===== config.mk =====
export PLATFORM = sky130hd
export DESIGN_NAME = rds_group_text_decoder
export DESIGN_NICKNAME = d
export VERILOG_FILES = /design/src/hdl/rgtd_pkg.sv /design/src/hdl/rgtd_ram.sv /design/src/hdl/rgtd_ctrl.sv /design/src/hdl/rgtd_dp.sv /design/src/hdl/rds_group_text_decoder.sv
export SDC_FILE = /design/constraint.sdc
export NUM_CORES = 1
export LEC_CHECK = 0
export BUFFER_PORTS_ARGS = -buffer_cell sky130_fd_sc_hd__buf_2
export CAP_MARGIN = 15
export CELL_PAD_IN_SITES_DETAIL_PLACEMENT = 1
export CELL_PAD_IN_SITES_GLOBAL_PLACEMENT = 1
export CORE_MARGIN = 2
export CORE_UTILIZATION = 35
export DETAILED_ROUTE_END_ITERATION = 16
export HOLD_SLACK_MARGIN = 0.08
export PLACE_DENSITY_LB_ADDON = 0.2
export SYNTH_ARGS = -nofsm -noshare
export SYNTH_HDL_FRONTEND = slang
export SYNTH_HIERARCHICAL = 1
export SYNTH_SLANG_ARGS = --single-unit

===== constraint.sdc =====
create_clock -name i_clk -period 3.5 [get_ports i_clk]
set_clock_uncertainty 0.2 [all_clocks]
set_input_delay 0.35 -clock i_clk [delete_from_list [all_inputs] [get_ports i_clk]]
set_output_delay 0.35 -clock i_clk [all_outputs]
set_load 0.01 [all_outputs]

===== src/hdl/rgtd_pkg.sv =====
// Shared types, codes and constants for the RDS group text decoder.
// Used by the controller, the datapath, the RAM and the top level.
package rgtd_pkg;

    // store sizes
    localparam int PS_CHARS = 8;
    localparam int RT_CHARS = 64;
    localparam int PS_AW    = $clog2(PS_CHARS);
    localparam int RT_AW    = $clog2(RT_CHARS);
    localparam int CHAR_W   = 8;

    // stream word widths
    localparam int IN_W     = 80;
    localparam int OUT_W    = 64;
    localparam int CMD_W    = 2;
    localparam int KIND_W   = 2;
    localparam int SLOT_W   = 2;

    // read index ranges: PS below RT_READ_BASE, RT below RT_READ_END
    localparam logic [6:0] RT_READ_BASE = 7'd8;
    localparam logic [6:0] RT_READ_END  = 7'd72;

    // character and field codes
    localparam logic [7:0] CH_SPACE  = 8'h20;
    localparam logic [7:0] CH_CR     = 8'h0D;
    localparam logic [1:0] GRADE_BAD = 2'd3;
    localparam logic [3:0] GROUP_PS  = 4'd0;
    localparam logic [3:0] GROUP_RT  = 4'd2;

    typedef enum logic [CMD_W-1:0] {
        CMD_DECODE = 2'd0,
        CMD_CLEAR  = 2'd1,
        CMD_READ   = 2'd2,
        CMD_NOP    = 2'd3
    } t_cmd;

    typedef enum logic [KIND_W-1:0] {
        KIND_NONE = 2'd0,
        KIND_PS   = 2'd1,
        KIND_RT   = 2'd2
    } t_kind;

    // controller to datapath
    typedef struct packed {
        logic              accept;
        logic              emit;
        logic [SLOT_W-1:0] slot;
    } t_dp_cmd;

    // datapath to controller
    typedef struct packed {
        logic              out_free;
        logic [SLOT_W-1:0] last_slot;
    } t_dp_stat;

    // keep CR, turn other control codes into a space
    function automatic logic [7:0] map_char(input logic [7:0] c);
        logic [7:0] r;
        r = ((c < CH_SPACE) && (c != CH_CR)) ? CH_SPACE : c;
        return r;
    endfunction

endpackage


===== src/hdl/rgtd_ram.sv =====
// Generic single-write, single-read RAM with registered read data.
// Depends on rgtd_pkg for default sizes.
module rgtd_ram #(
    parameter int WIDTH = rgtd_pkg::CHAR_W,
    parameter int DEPTH = rgtd_pkg::RT_CHARS
) (
    input  logic                     i_clk,
    input  logic                     i_we,
    input  logic [$clog2(DEPTH)-1:0] i_waddr,
    input  logic [WIDTH-1:0]         i_wdata,
    input  logic                     i_re,
    input  logic [$clog2(DEPTH)-1:0] i_raddr,
    output logic [WIDTH-1:0]         o_rdata
);
    logic [WIDTH-1:0] r_mem [DEPTH];
    logic [WIDTH-1:0] r_rdata;

    // write port
    always_ff @(posedge i_clk) begin
        if (i_we) begin
            r_mem[i_waddr] <= i_wdata;
        end
    end

    // registered read port, holds until the next read
    always_ff @(posedge i_clk) begin
        if (i_re) begin
            r_rdata <= r_mem[i_raddr];
        end
    end

    assign o_rdata = r_rdata;
endmodule


===== src/hdl/rgtd_ctrl.sv =====
// Controller FSM: accepts one group word, then steps through its result slots.
// Depends on rgtd_pkg for the command and status structs.
module rgtd_ctrl (
    input  logic               i_clk,
    input  logic               i_rst_n,
    input  logic               i_s_tvalid,
    output logic               o_s_tready,
    input  rgtd_pkg::t_dp_stat i_stat,
    output rgtd_pkg::t_dp_cmd  o_cmd
);
    import rgtd_pkg::*;

    typedef enum logic [1:0] {
        ST_IDLE = 2'b01,
        ST_EMIT = 2'b10
    } t_state;

    t_state            r_state, n_state;
    logic [SLOT_W-1:0] r_slot, n_slot;
    logic              w_accept, w_emit;

    assign o_s_tready = (r_state == ST_IDLE);
    assign w_accept   = i_s_tvalid && (r_state == ST_IDLE);
    assign w_emit     = (r_state == ST_EMIT) && i_stat.out_free;

    assign o_cmd.accept = w_accept;
    assign o_cmd.emit   = w_emit;
    assign o_cmd.slot   = r_slot;

    // next state
    always_comb begin
        n_state = r_state;
        n_slot  = r_slot;
        unique case (r_state)
            ST_IDLE: begin
                if (w_accept) begin
                    n_state = ST_EMIT;
                    n_slot  = '0;
                end
            end
            ST_EMIT: begin
                if (w_emit) begin
                    if (r_slot == i_stat.last_slot) begin
                        n_state = ST_IDLE;
                    end else begin
                        n_slot = r_slot + 1'b1;
                    end
                end
            end
            default: begin
                n_state = ST_IDLE;
            end
        endcase
    end

    always_ff @(posedge i_clk) begin
        if (!i_rst_n) begin
            r_state <= ST_IDLE;
            r_slot  <= '0;
        end else begin
            r_state <= n_state;
            r_slot  <= n_slot;
        end
    end

    // a result is only produced into a free output register
    a_emit_free: assert property (@(posedge i_clk) disable iff (!i_rst_n)
        w_emit |-> i_stat.out_free)
        else $error("emit while output register busy");

    // every accepted word starts at slot zero
    a_start_slot: assert property (@(posedge i_clk) disable iff (!i_rst_n)
        w_accept |=> (r_state == ST_EMIT) && (r_slot == '0))
        else $error("accept did not start emit at slot zero");

    // slot never runs past the last result of the word
    a_slot_range: assert property (@(posedge i_clk) disable iff (!i_rst_n)
        (r_state == ST_EMIT) |-> (r_slot <= i_stat.last_slot))
        else $error("slot beyond last result");
endmodule


===== src/hdl/rgtd_dp.sv =====
// Datapath: PI/PTY/mask state, PS and RadioText RAMs, and the output register.
// Depends on rgtd_pkg and rgtd_ram.
module rgtd_dp (
    input  logic                        i_clk,
    input  logic                        i_rst_n,
    input  rgtd_pkg::t_dp_cmd           i_cmd,
    output rgtd_pkg::t_dp_stat          o_stat,
    input  logic [rgtd_pkg::IN_W-1:0]   i_s_tdata,
    input  logic [rgtd_pkg::CMD_W-1:0]  i_s_tuser,
    input  logic                        i_m_tready,
    output logic                        o_m_tvalid,
    output logic [rgtd_pkg::OUT_W-1:0]  o_m_tdata,
    output logic [rgtd_pkg::KIND_W-1:0] o_m_tuser,
    output logic                        o_m_tlast
);
    import rgtd_pkg::*;

    // unpacked input word
    logic [15:0] w_a, w_b, w_c, w_d;
    logic [7:0]  w_g;
    logic [6:0]  w_idx;
    t_cmd        w_op;
    logic        w_aok, w_bok, w_cok, w_dok;
    logic [3:0]  w_type, w_seg;
    logic        w_verb, w_ab;
    logic        w_ps_wr, w_rt_wr, w_restart;
    logic [RT_AW-1:0] w_rp;
    logic [3:0]  w_rseg;
    logic        w_rhit;

    // persistent decoder state
    logic [15:0]         r_pi;
    logic                r_pi_valid;
    logic [4:0]          r_pty;
    logic                r_pty_valid;
    logic [3:0]          r_ps_mask;
    logic [15:0]         r_rt_mask;
    logic [RT_CHARS-1:0] r_rt_valid;
    logic                r_ab_known, r_ab_last, r_vb_last;

    // current job
    t_kind              r_kind;
    logic [RT_AW-1:0]   r_base;
    logic [SLOT_W-1:0]  r_last_slot;
    logic [3:0][7:0]    r_chars;
    logic               r_wr, r_rd_rt, r_rd_ps, r_hit, r_restarted;

    // result path
    logic [RT_AW-1:0] w_pos;
    logic [7:0]       w_val, w_ram_q, w_ps_q;
    logic             w_ram_we, w_ram_re, w_ps_we, w_last;

    // output register
    logic             r_out_valid;
    logic [OUT_W-1:0] r_out_data;
    t_kind            r_out_kind;
    logic             r_out_last;

    // field unpack, tdata lowest field first
    assign w_a   = i_s_tdata[15:0];
    assign w_b   = i_s_tdata[31:16];
    assign w_c   = i_s_tdata[47:32];
    assign w_d   = i_s_tdata[63:48];
    assign w_g   = i_s_tdata[71:64];
    assign w_idx = i_s_tdata[78:72];
    assign w_op  = t_cmd'(i_s_tuser);

    assign w_aok = (w_g[7:6] != GRADE_BAD);
    assign w_bok = (w_g[5:4] != GRADE_BAD);
    assign w_cok = (w_g[3:2] != GRADE_BAD);
    assign w_dok = (w_g[1:0] != GRADE_BAD);

    assign w_type = w_b[15:12];
    assign w_verb = w_b[11];
    assign w_ab   = w_b[4];
    assign w_seg  = w_b[3:0];

    // which store a decoded group writes, and whether text restarts
    assign w_ps_wr = (w_op == CMD_DECODE) && w_bok && (w_type == GROUP_PS) && w_dok;
    assign w_rt_wr = (w_op == CMD_DECODE) && w_bok && (w_type == GROUP_RT) && w_dok
                     && (w_verb || w_cok);
    assign w_restart = w_rt_wr && (!r_ab_known || (r_ab_last != w_ab)
                                   || (r_vb_last != w_verb));

    // read lookups: segment from position, stride set by last version
    assign w_rp         = w_idx[RT_AW-1:0] - RT_READ_BASE[RT_AW-1:0];
    assign w_rseg       = r_vb_last ? w_rp[4:1] : w_rp[5:2];
    assign w_rhit       = r_rt_mask[w_rseg] && r_rt_valid[w_rp];

    // latch the job for the accepted word
    always_ff @(posedge i_clk) begin
        if (i_cmd.accept) begin
            r_restarted <= w_restart;
            r_wr        <= w_ps_wr || w_rt_wr;
            r_rd_rt     <= 1'b0;
            r_rd_ps     <= 1'b0;
            r_hit       <= w_rhit;
            r_kind      <= KIND_NONE;
            r_base      <= '0;
            r_last_slot <= '0;
            r_chars     <= '0;
            unique case (w_op)
                CMD_DECODE: begin
                    if (w_ps_wr) begin
                        r_kind      <= KIND_PS;
                        r_base      <= {3'b000, w_seg[1:0], 1'b0};
                        r_last_slot <= 2'd1;
                        r_chars[0]  <= map_char(w_d[15:8]);
                        r_chars[1]  <= map_char(w_d[7:0]);
                    end else if (w_rt_wr) begin
                        r_kind <= KIND_RT;
                        if (w_verb) begin
                            r_base      <= {1'b0, w_seg, 1'b0};
                            r_last_slot <= 2'd1;
                            r_chars[0]  <= map_char(w_d[15:8]);
                            r_chars[1]  <= map_char(w_d[7:0]);
                        end else begin
                            r_base      <= {w_seg, 2'b00};
                            r_last_slot <= 2'd3;
                            r_chars[0]  <= map_char(w_c[15:8]);
                            r_chars[1]  <= map_char(w_c[7:0]);
                            r_chars[2]  <= map_char(w_d[15:8]);
                            r_chars[3]  <= map_char(w_d[7:0]);
                        end
                    end
                end
                CMD_READ: begin
                    if (w_idx < RT_READ_BASE) begin
                        r_kind  <= KIND_PS;
                        r_base  <= {3'b000, w_idx[PS_AW-1:0]};
                        r_rd_ps <= 1'b1;
                        r_hit   <= r_ps_mask[w_idx[2:1]];
                    end else if (w_idx < RT_READ_END) begin
                        r_kind  <= KIND_RT;
                        r_base  <= w_rp;
                        r_rd_rt <= 1'b1;
                    end
                end
                default: begin
                end
            endcase
        end
    end

    // result slot: position, character and end flag
    assign w_pos    = r_base | {{(RT_AW-SLOT_W){1'b0}}, i_cmd.slot};
    assign w_val    = r_rd_rt ? (r_hit ? w_ram_q : CH_SPACE)
                    : r_rd_ps ? (r_hit ? w_ps_q : CH_SPACE)
                    : r_chars[i_cmd.slot];
    assign w_last   = (i_cmd.slot == r_last_slot);
    assign w_ram_we = i_cmd.emit && r_wr && (r_kind == KIND_RT);
    assign w_ps_we  = i_cmd.emit && r_wr && (r_kind == KIND_PS);
    assign w_ram_re = i_cmd.accept && (w_op == CMD_READ);

    // RadioText characters
    rgtd_ram #(
        .WIDTH (CHAR_W),
        .DEPTH (RT_CHARS)
    ) u_rt_ram (
        .i_clk   (i_clk),
        .i_we    (w_ram_we),
        .i_waddr (w_pos),
        .i_wdata (w_val),
        .i_re    (w_ram_re),
        .i_raddr (w_rp),
        .o_rdata (w_ram_q)
    );

    // PS characters, read only through the received mask
    rgtd_ram #(
        .WIDTH (CHAR_W),
        .DEPTH (PS_CHARS)
    ) u_ps_ram (
        .i_clk   (i_clk),
        .i_we    (w_ps_we),
        .i_waddr (w_pos[PS_AW-1:0]),
        .i_wdata (w_val),
        .i_re    (w_ram_re),
        .i_raddr (w_idx[PS_AW-1:0]),
        .o_rdata (w_ps_q)
    );

    // PI, PTY, masks and text version state
    always_ff @(posedge i_clk) begin
        if (!i_rst_n) begin
            r_pi        <= '0;
            r_pi_valid  <= 1'b0;
            r_pty       <= '0;
            r_pty_valid <= 1'b0;
            r_ps_mask   <= '0;
            r_rt_mask   <= '0;
            r_rt_valid  <= '0;
            r_ab_known  <= 1'b0;
            r_ab_last   <= 1'b0;
            r_vb_last   <= 1'b0;
        end else begin
            if (i_cmd.accept && (w_op == CMD_CLEAR)) begin
                r_pi        <= '0;
                r_pi_valid  <= 1'b0;
                r_pty       <= '0;
                r_pty_valid <= 1'b0;
                r_ps_mask   <= '0;
                r_rt_mask   <= '0;
                r_rt_valid  <= '0;
                r_ab_known  <= 1'b0;
                r_ab_last   <= 1'b0;
                r_vb_last   <= 1'b0;
            end else if (i_cmd.accept && (w_op == CMD_DECODE)) begin
                if (w_aok) begin
                    r_pi       <= w_a;
                    r_pi_valid <= 1'b1;
                end
                if (w_bok) begin
                    r_pty       <= w_b[9:5];
                    r_pty_valid <= 1'b1;
                end
                if (w_ps_wr) begin
                    r_ps_mask <= r_ps_mask | (4'b0001 << w_seg[1:0]);
                end
                if (w_rt_wr) begin
                    if (w_restart) begin
                        r_rt_mask  <= 16'h0001 << w_seg;
                        r_rt_valid <= '0;
                        r_ab_known <= 1'b1;
                        r_ab_last  <= w_ab;
                        r_vb_last  <= w_verb;
                    end else begin
                        r_rt_mask <= r_rt_mask | (16'h0001 << w_seg);
                    end
                end
            end
            if (w_ram_we) begin
                r_rt_valid[w_pos] <= 1'b1;
            end
        end
    end

    // output register
    always_ff @(posedge i_clk) begin
        if (!i_rst_n) begin
            r_out_valid <= 1'b0;
        end else if (i_cmd.emit) begin
            r_out_valid <= 1'b1;
        end else if (i_m_tready) begin
            r_out_valid <= 1'b0;
        end
    end

    always_ff @(posedge i_clk) begin
        if (i_cmd.emit) begin
            r_out_data <= {6'b000000, r_rt_mask, r_ps_mask, r_restarted, w_val, w_pos,
                           r_pty_valid, r_pty, r_pi_valid, r_pi};
            r_out_kind <= r_kind;
            r_out_last <= w_last;
        end
    end

    assign o_m_tvalid = r_out_valid;
    assign o_m_tdata  = r_out_data;
    assign o_m_tuser  = r_out_kind;
    assign o_m_tlast  = r_out_last;

    assign o_stat.out_free  = !r_out_valid || i_m_tready;
    assign o_stat.last_slot = r_last_slot;

    // clear returns all masks and flags to reset
    a_clear: assert property (@(posedge i_clk) disable iff (!i_rst_n)
        (i_cmd.accept && (w_op == CMD_CLEAR)) |=>
            (r_rt_mask == '0) && (r_ps_mask == '0) && (r_rt_valid == '0) && !r_pi_valid)
        else $error("clear left state behind");

    // a RadioText write always belongs to a received segment
    a_rt_write_seg: assert property (@(posedge i_clk) disable iff (!i_rst_n)
        w_ram_we |-> (r_rt_mask != '0) && r_ab_known)
        else $error("RadioText write without segment mask");

    // a stalled result word holds until it is taken
    a_out_hold: assert property (@(posedge i_clk) disable iff (!i_rst_n)
        (r_out_valid && !i_m_tready) |=>
            r_out_valid && $stable(r_out_data) && $stable(r_out_last))
        else $error("result word changed while stalled");
endmodule


===== src/hdl/rds_group_text_decoder.sv =====
// RDS group text decoder: one word in, one to four result words out, in order.
// After a word is accepted the controller enters its emit state and loads each result word
// into the output register. N results per input word: 4 for version A RadioText groups,
// 2 for PS and version B groups, 1 otherwise; one result per cycle while the sink is ready.
// Reset: synchronous active low; clears PI, PTY, masks and text state, no RAM sweep.
module rds_group_text_decoder (
    input  logic                        i_clk,
    input  logic                        i_rst_n,
    input  logic                        s_axis_tvalid,
    output logic                        s_axis_tready,
    // block_a, block_b, block_c, block_d, error_grades, read_index, pad
    input  logic [rgtd_pkg::IN_W-1:0]   s_axis_tdata,
    // command
    input  logic [rgtd_pkg::CMD_W-1:0]  s_axis_tuser,
    output logic                        m_axis_tvalid,
    input  logic                        m_axis_tready,
    // pi_code, pi_known, pty_code, pty_known, char_position, char_value,
    // text_restarted, ps_segments, rt_segments, pad
    output logic [rgtd_pkg::OUT_W-1:0]  m_axis_tdata,
    // text_kind
    output logic [rgtd_pkg::KIND_W-1:0] m_axis_tuser,
    output logic                        m_axis_tlast
);
    import rgtd_pkg::*;

    t_dp_cmd  w_cmd;
    t_dp_stat w_stat;

    rgtd_ctrl u_ctrl (
        .i_clk      (i_clk),
        .i_rst_n    (i_rst_n),
        .i_s_tvalid (s_axis_tvalid),
        .o_s_tready (s_axis_tready),
        .i_stat     (w_stat),
        .o_cmd      (w_cmd)
    );

    rgtd_dp u_dp (
        .i_clk      (i_clk),
        .i_rst_n    (i_rst_n),
        .i_cmd      (w_cmd),
        .o_stat     (w_stat),
        .i_s_tdata  (s_axis_tdata),
        .i_s_tuser  (s_axis_tuser),
        .i_m_tready (m_axis_tready),
        .o_m_tvalid (m_axis_tvalid),
        .o_m_tdata  (m_axis_tdata),
        .o_m_tuser  (m_axis_tuser),
        .o_m_tlast  (m_axis_tlast)
    );
endmodule


**After elaboration in Yosys (flattened, before gate mapping)**

Memory sizes are Yosys's and may differ from the RTL's. A register that Yosys moved wholly into a read port is not among the register bits.
Index checks and enable logic that the tools add are counted.

- Add/subtract/negate cells: 2
- Multipliers: 0
- Divide/modulo/power cells: 0
- Magnitude comparators: 12
- Equal/unequal tests: 22
- Shift-type cells: 2
- Multiplexer cells: 61
- Bitwise logic cells: 8
- Reduce and logical (&&, ||, !) cells: 43

Operators with widths:

| kind | count |
|---|---|
| 64-bit two-way mux | 6 |
| 8-bit two-way mux | 9 |
| 16-bit two-way mux | 4 |
| 64-bit bitwise OR | 1 |
| 8-bit by 6-bit less-than comparator with 1-bit output, second input constant | 4 |
| 8-bit by 4-bit inequality test with 1-bit output, second input constant | 4 |
| 6-bit two-way mux | 5 |
| 2-bit two-way mux | 11 |
| 1-bit logical AND | 21 |
| 8-bit binary-select mux with 2-bit select | 1 |
| 1-bit two-way mux | 16 |
| 16-bit bitwise OR | 1 |
| 1-bit by 4-bit left shift with 16-bit output, first input constant | 1 |
| 6-bit by 7-bit less-than comparator with 1-bit output, second input constant | 2 |
| 2-bit case mux with 2 select lines | 3 |
| 6-bit case mux with 2 select lines | 1 |
| 2-bit inequality test, second input constant | 5 |
| 2-bit AND reduction | 4 |
| 7-bit by 4-bit less-than comparator with 1-bit output, second input constant | 1 |
| 7-bit less-than comparator, second input constant | 1 |
| 1-bit binary-select mux with 6-bit select | 1 |
| 1-bit demux with 6-bit select | 1 |
| 2-bit by 1-bit equality test with 1-bit output, second input constant | 3 |
| 2-bit equality test, second input constant | 3 |
| 26 further kinds | 41 |

- Register bits after elaboration: 223
- Bits in latches: 0
- RAM bits: 576
- Memory bits (read-only): 0
- Bits of input ports: 86
- Output and inout bits: 69
- Word-level logic and storage cells: 181
- Memories kept: 2

Memory list:

| memory | words | bits a word | rd ports | clocked after Yosys merged registers in | wr ports | RTL line | RTL |
|---|---|---|---|---|---|---|---|
| u_dp.u_rt_ram.r_mem | 64 | 8 | 1 | 1 | 1 | rgtd_ram.sv:15 | `logic [WIDTH-1:0] r_mem [DEPTH];` |
| u_dp.u_ps_ram.r_mem | 8 | 8 | 1 | 1 | 1 | rgtd_ram.sv:15 |  |

**Logic depth before layout (Yosys ltp)**

- Depth in word-level cells: 13
- Mapped depth: 12
- Depth with buffers taken out: 8

**By module**

The synthesis kept the hierarchy.

Modules (own cells, without submodules):

| module | times used | cells an instance | area each (µm²) | sequential area each (µm²) |
|---|---|---|---|---|
| rgtd_ram (u_dp.u_rt_ram) | 1 | 966 | 20309.5 | 15615.0 |
| rgtd_dp | 1 | 774 | 9153.8 | 5465.2 |
| rgtd_ram (u_dp.u_ps_ram) | 1 | 114 | 2771.4 | 2162.1 |
| rgtd_ctrl | 1 | 26 | 241.5 | 80.1 |

**Worst setup path before layout**

Ideal clock, no wire load.

- Kind: flip-flop to flip-flop
- Start point: reg u_ctrl.r_slot[1]
- End point: reg u_dp.r_out_data[34], in the netlist u_dp/o_m_tdata[34] (data pin)
- Setup time: 0.597 ns
- Arrival: 3.067 ns
- Data required time: 2.703 ns
- Slack: -0.364 ns
- Stages on the path, launching flop included: 5
- Buffers on the path: 1
- Clock period less this slack: 3.864 ns
- Cell sequence: dfxtp_1 clkbuf_1 mux4_2 nor3_1 a21oi_1

- Word-level cells in the longest chain between the ends: 4

RTL lines:

| item | RTL line | RTL |
|---|---|---|
| from (decl) | rgtd_ctrl.sv:19 | `logic [SLOT_W-1:0] r_slot, n_slot;` |
| from (signal assigned) | rgtd_ctrl.sv:62 | `r_slot <= n_slot;` |
| 8-bit binary-select mux with 2-bit select | rgtd_dp.sv:149 | `: r_chars[i_cmd.slot];` |
| 8-bit two-way mux (implied by the code) | rgtd_dp.sv:149 |  |
| 8-bit two-way mux | rgtd_dp.sv:148 | `: r_rd_ps ? (r_hit ? w_ps_q : CH_SPACE)` |
| 8-bit two-way mux | rgtd_dp.sv:147 | `assign w_val = r_rd_rt ? (r_hit ? w_ram_q : CH_SPACE)` |
| via u_dp.w_val[5] | rgtd_dp.sv:50 | `logic [7:0] w_val, w_ram_q, w_ps_q;` |
| to (signal assigned) | rgtd_dp.sv:251 | `r_out_data <= {6'b000000, r_rt_mask, r_ps_mask, r_restarted, w_val, w_pos,` |
| to (decl) | rgtd_dp.sv:55 | `logic [OUT_W-1:0] r_out_data;` |

The timed path passes the listed nets, and every way through them passes these cells. The select of a mux whose other input is x is not followed.
A chain may end at the register's enable or synchronous reset.

==> results.yml <==
status:
  status: "finished clean"
floorplan:
  num_rows: 111
  core_area_um2: 91800
  die_height_um: 309
  die_w_um: 309
  io_pins: 155
  start_util_pct: 35.4
  die_area_um2: 95200
logic_synthesis:
  synthFlopType: "edfxtp_1"
  synthTopCellsByArea: "edfxtp_1, mux4_2, dfxtp_1"
  ys_ff_latch: 815
  synth_xor_xnor_area_share_pct: 0.212
  synthSimpleGateAreaFrac_pct: 6.50
  synth_area_per_cell_um2: 17.3
  synth-compound-area-share_pct: 5.60
  ys_seq_area_share_pct: 71.8
  syn_inst: 1880
  yosys_warnings: 6
  yosys.area.top_type: "edfxtp_1"
  synth_top_area_share_pct: 64.7
  synth-async-reset-ratio_pct: 0
  synth_adder_area_share_pct: 0.0385
  synth.distinct_cells: 72
  synth_top_family_by_area: "multiplexers"
  muxShareOfSynthArea_pct: 13.5
  synth-edff-count: 700
  synth_common_cells: "edfxtp_1, mux4_2, nor2_1"
  post-synth-top-count-cell: "edfxtp_1"
  syn_area_um2: 32500
layout:
  multi_input_area_um2: 8480
  nNetsFinal: 2349
  layout-drive-gt1-share_pct: 27.0
  n_antenna_cell: 0
  regArea_um2: 23300
  area_growth_pct: 21.8
  n_fill_cell: 8943
drt:
  drc: 0
  routed_via_density: 5.24
  antenna_left: 0
  finalWirelength_um: 89000
  drt-initial-drc-count: 1435
  firstDrtPassIters: 5
  wl_per_cell_um: 24.9
  vias: 18800
clock_tree:
  cts_tree: "yes"
  clk_pin_slew_worst_paths_ns: 0.06
  clock_sinks: 815
  cts_resized: 0
  cts-root-buf: "clkbuf_16"
  h-tree-depth: 3
  cts_made_buffers: 91
  cts_max_path_buffers: 3
  cts_setup_buffers: 0
  clk_latency_ns: 0.66
timing:
  drv_slew: 0
  worstMarginPinSlew_ns: 1.02
  hold_violations: 0
  rsz0062_at_grt: "false"
  fmax_mhz: 325
  setup_violations: 0
  timing.slew.headroom_pct: 31.9
  layout_setup_ws_ns: 0.423
  fin_crit_sh_pct: 87.9
  final.setup.tns_ns: 0
  period_needed_ns: 3.08
setup_path:
  start_kind: "register"
  cp.required_ns: 3.88
  cp.buffers_inverters: 2
  r2r_end: "u_dp/r_rt_mask[15]$_SDFFE_PP0P_"
  endpoint_kind: "register"
  reg2reg_depth: 7
  startpoint: "u_ctrl/r_state[1]$_SDFFE_PN0P_"
  slowest_delay_ns: 0.71
  path_cells: "nand3b_1 -> inv_2 -> or3b_1 -> nor4_2 -> nand4_1 -> dlygate4sd3_1 -> a21oi_1"
  crit_arrival_ns: 3.46
  r2r_slack_ns: 0.42
  r2r_start: "u_ctrl/r_state[1]$_SDFFE_PN0P_"
  critPathKind: "register to register"
  crit_fanout: 8
  cp_slowest_cell: "nor4_2"
  crit_family: "simple AND/OR/NAND/NOR gates"
placed_design:
  dpl.hpwl_um: 58100
  gp_congestion: 0.817
  io_buffers: 146
  place_ws_ns: 0.477
power:
  vdd_drop_max_mv: 0.396
  powerDensity_nw_per_um2: 550
  p_leak_nw: 13.2
run:
  cap_violations: 0
grt:
  grt_pass1_wl_um: 132000
  met3_usage_pct: 3.34
  grt.total_usage_pct: 18.8
  first_global_vias: 19800
  antenna_found_initial: 0
  met1_usage_pct: 25.7
  grtUsageMet2_pct: 30.7
  overflow: 0
  grt_max_degree: 74
  top_usage_layer: "met2"
min_path:
  hp-start: "s_axis_tdata[28]"
  hold_depth: 6
  hold_end: "u_dp/r_ab_last$_SDFFE_PP0P_"
  worstHoldPathType: "input pin to register"
==> power breakdown <==
group          switching (mW)  leakage [nW]  internal, mW
clock network            3.88          1.49          5.84
logic                   0.851          4.41         0.492
registers              0.0407          7.30          10.7
==> tightest hold or removal path, delay by kind of cell <==
kind / cells / cell delay, ns
simple gates: 4 / 0.41
mux: 1 / 0.12
buf+inv: 1 / 0.08
==> repair_timing <==
action	CTS	global route
hold buffers	94	0
hold endpoints to repair	92	0
setup endpoints to repair	0	0
==> layout by cell type, fill, tap and decap left out, types with 22 or more instances in the layout <==
cell | Yosys | routed
nor2_1 | 130 | 130
dlygate4sd3_1 | 0 | 94
inv_1 | 24 | 22
mux2i_1 | 40 | 40
a22oi_1 | 30 | 30
dfxtp_1 | 115 | 115
clkbuf_16 | 0 | 95
o21ai_0 | 38 | 38
mux4_2 | 153 | 153
nor3_1 | 24 | 24
buf_2 | 26 | 143
a22o_1 | 40 | 33
clkbuf_1 | 44 | 24
o22ai_1 | 23 | 23
edfxtp_1 | 700 | 700
nand3_1 | 48 | 48
a21oi_1 | 49 | 48
buf_4 | 13 | 140
nand2_1 | 118 | 118
nor2b_1 | 30 | 30
==> metal layers <==
metal / up-vias / wire length, um
met2: 502 / 43000
met3: 114 / 4640
met5: - / 0
li1: 8282 / -
met4: 0 / 2080
met1: 9858 / 39300
==> state kept, by name (all words and copies together), names as in the netlist, 5 cells and up <==
| signal | flops |
|---|---|
| u_dp/u_rt_ram/r_mem | 512 |
| u_dp/r_rt_valid | 64 |
| u_dp/u_ps_ram/r_mem | 64 |
| u_dp/o_m_tdata | 58 |
| u_dp/r_chars | 32 |
| u_dp/r_pi | 16 |
| u_dp/r_rt_mask | 16 |
| u_dp/u_ps_ram/o_rdata | 8 |
| u_dp/u_rt_ram/o_rdata | 8 |
| u_dp/r_base | 6 |
| u_dp/r_pty | 5 |
==> per-stage QoR <==
| step | power [mW] | cell area (um^2) | cells | hold WS, ns | utilization [%] |
|---|---|---|---|---|---|
| 2_1_floorplan | 11.6 | 32500 | 1885 | 0.200 | - |
| 3_3_place_gp | 12.2 | 35600 | 3317 | 0.208 | 38.7 |
| 3_5_place_dp | 12.2 | 35600 | 3317 | 0.212 | 38.7 |
| 4_1_cts | 22.0 | 39600 | 3580 | 0.105 | 43.1 |
| 5_1_grt | 22.4 | 39600 | 3581 | 0.187 | 43.1 |
| 6_report | 21.8 | 39600 | 3581 | 0.160 | 43.1 |
==> how the worst max path moves through the flow <==
stage                     cells past startpoint                              endpoint  slack (ns)
after floorplan                               9  u_dp/u_rt_ram/r_mem[36][0]$_DFFE_PP_        0.12
after detailed placement                      9   u_dp/u_ps_ram/r_mem[4][5]$_DFFE_PP_        0.48
after CTS                                     7        u_dp/r_rt_mask[3]$_SDFFE_PP0P_        0.41
after global routing                          7       u_dp/r_rt_mask[15]$_SDFFE_PP0P_        0.22
after global placement                        9   u_dp/u_ps_ram/r_mem[4][5]$_DFFE_PP_        0.54
final                                         7       u_dp/r_rt_mask[15]$_SDFFE_PP0P_        0.42
==> layout make-up <==
| class | instances | area share (%) |
|---|---|---|
| Clock buffer | 132 | 6.69 |
| Clock inverter | 37 | 1.05 |
| Sequential cell | 815 | 58.9 |
| Tap cell | 1243 | 3.93 |
| Timing Repair Buffer | 395 | 7.72 |
| Multi-Input combinational cell | 934 | 21.4 |
| Inverter | 25 | 0.237 |
==> kinds of logic (layout without fill, tap and decap cells) <==
group                    count (synthesis)  count (layout)
adder cells (fa/ha/maj)                  1               1
buffers and inverters                  136             589
AND/OR/NAND/NOR                        439             439
other                                    1               6
XOR/XNOR                                 7               7
AO/OA/AOI/OAI                          259             259
flip-flops                             815             815
multiplexers                           222             222
(Power assumes the default switching activity.)
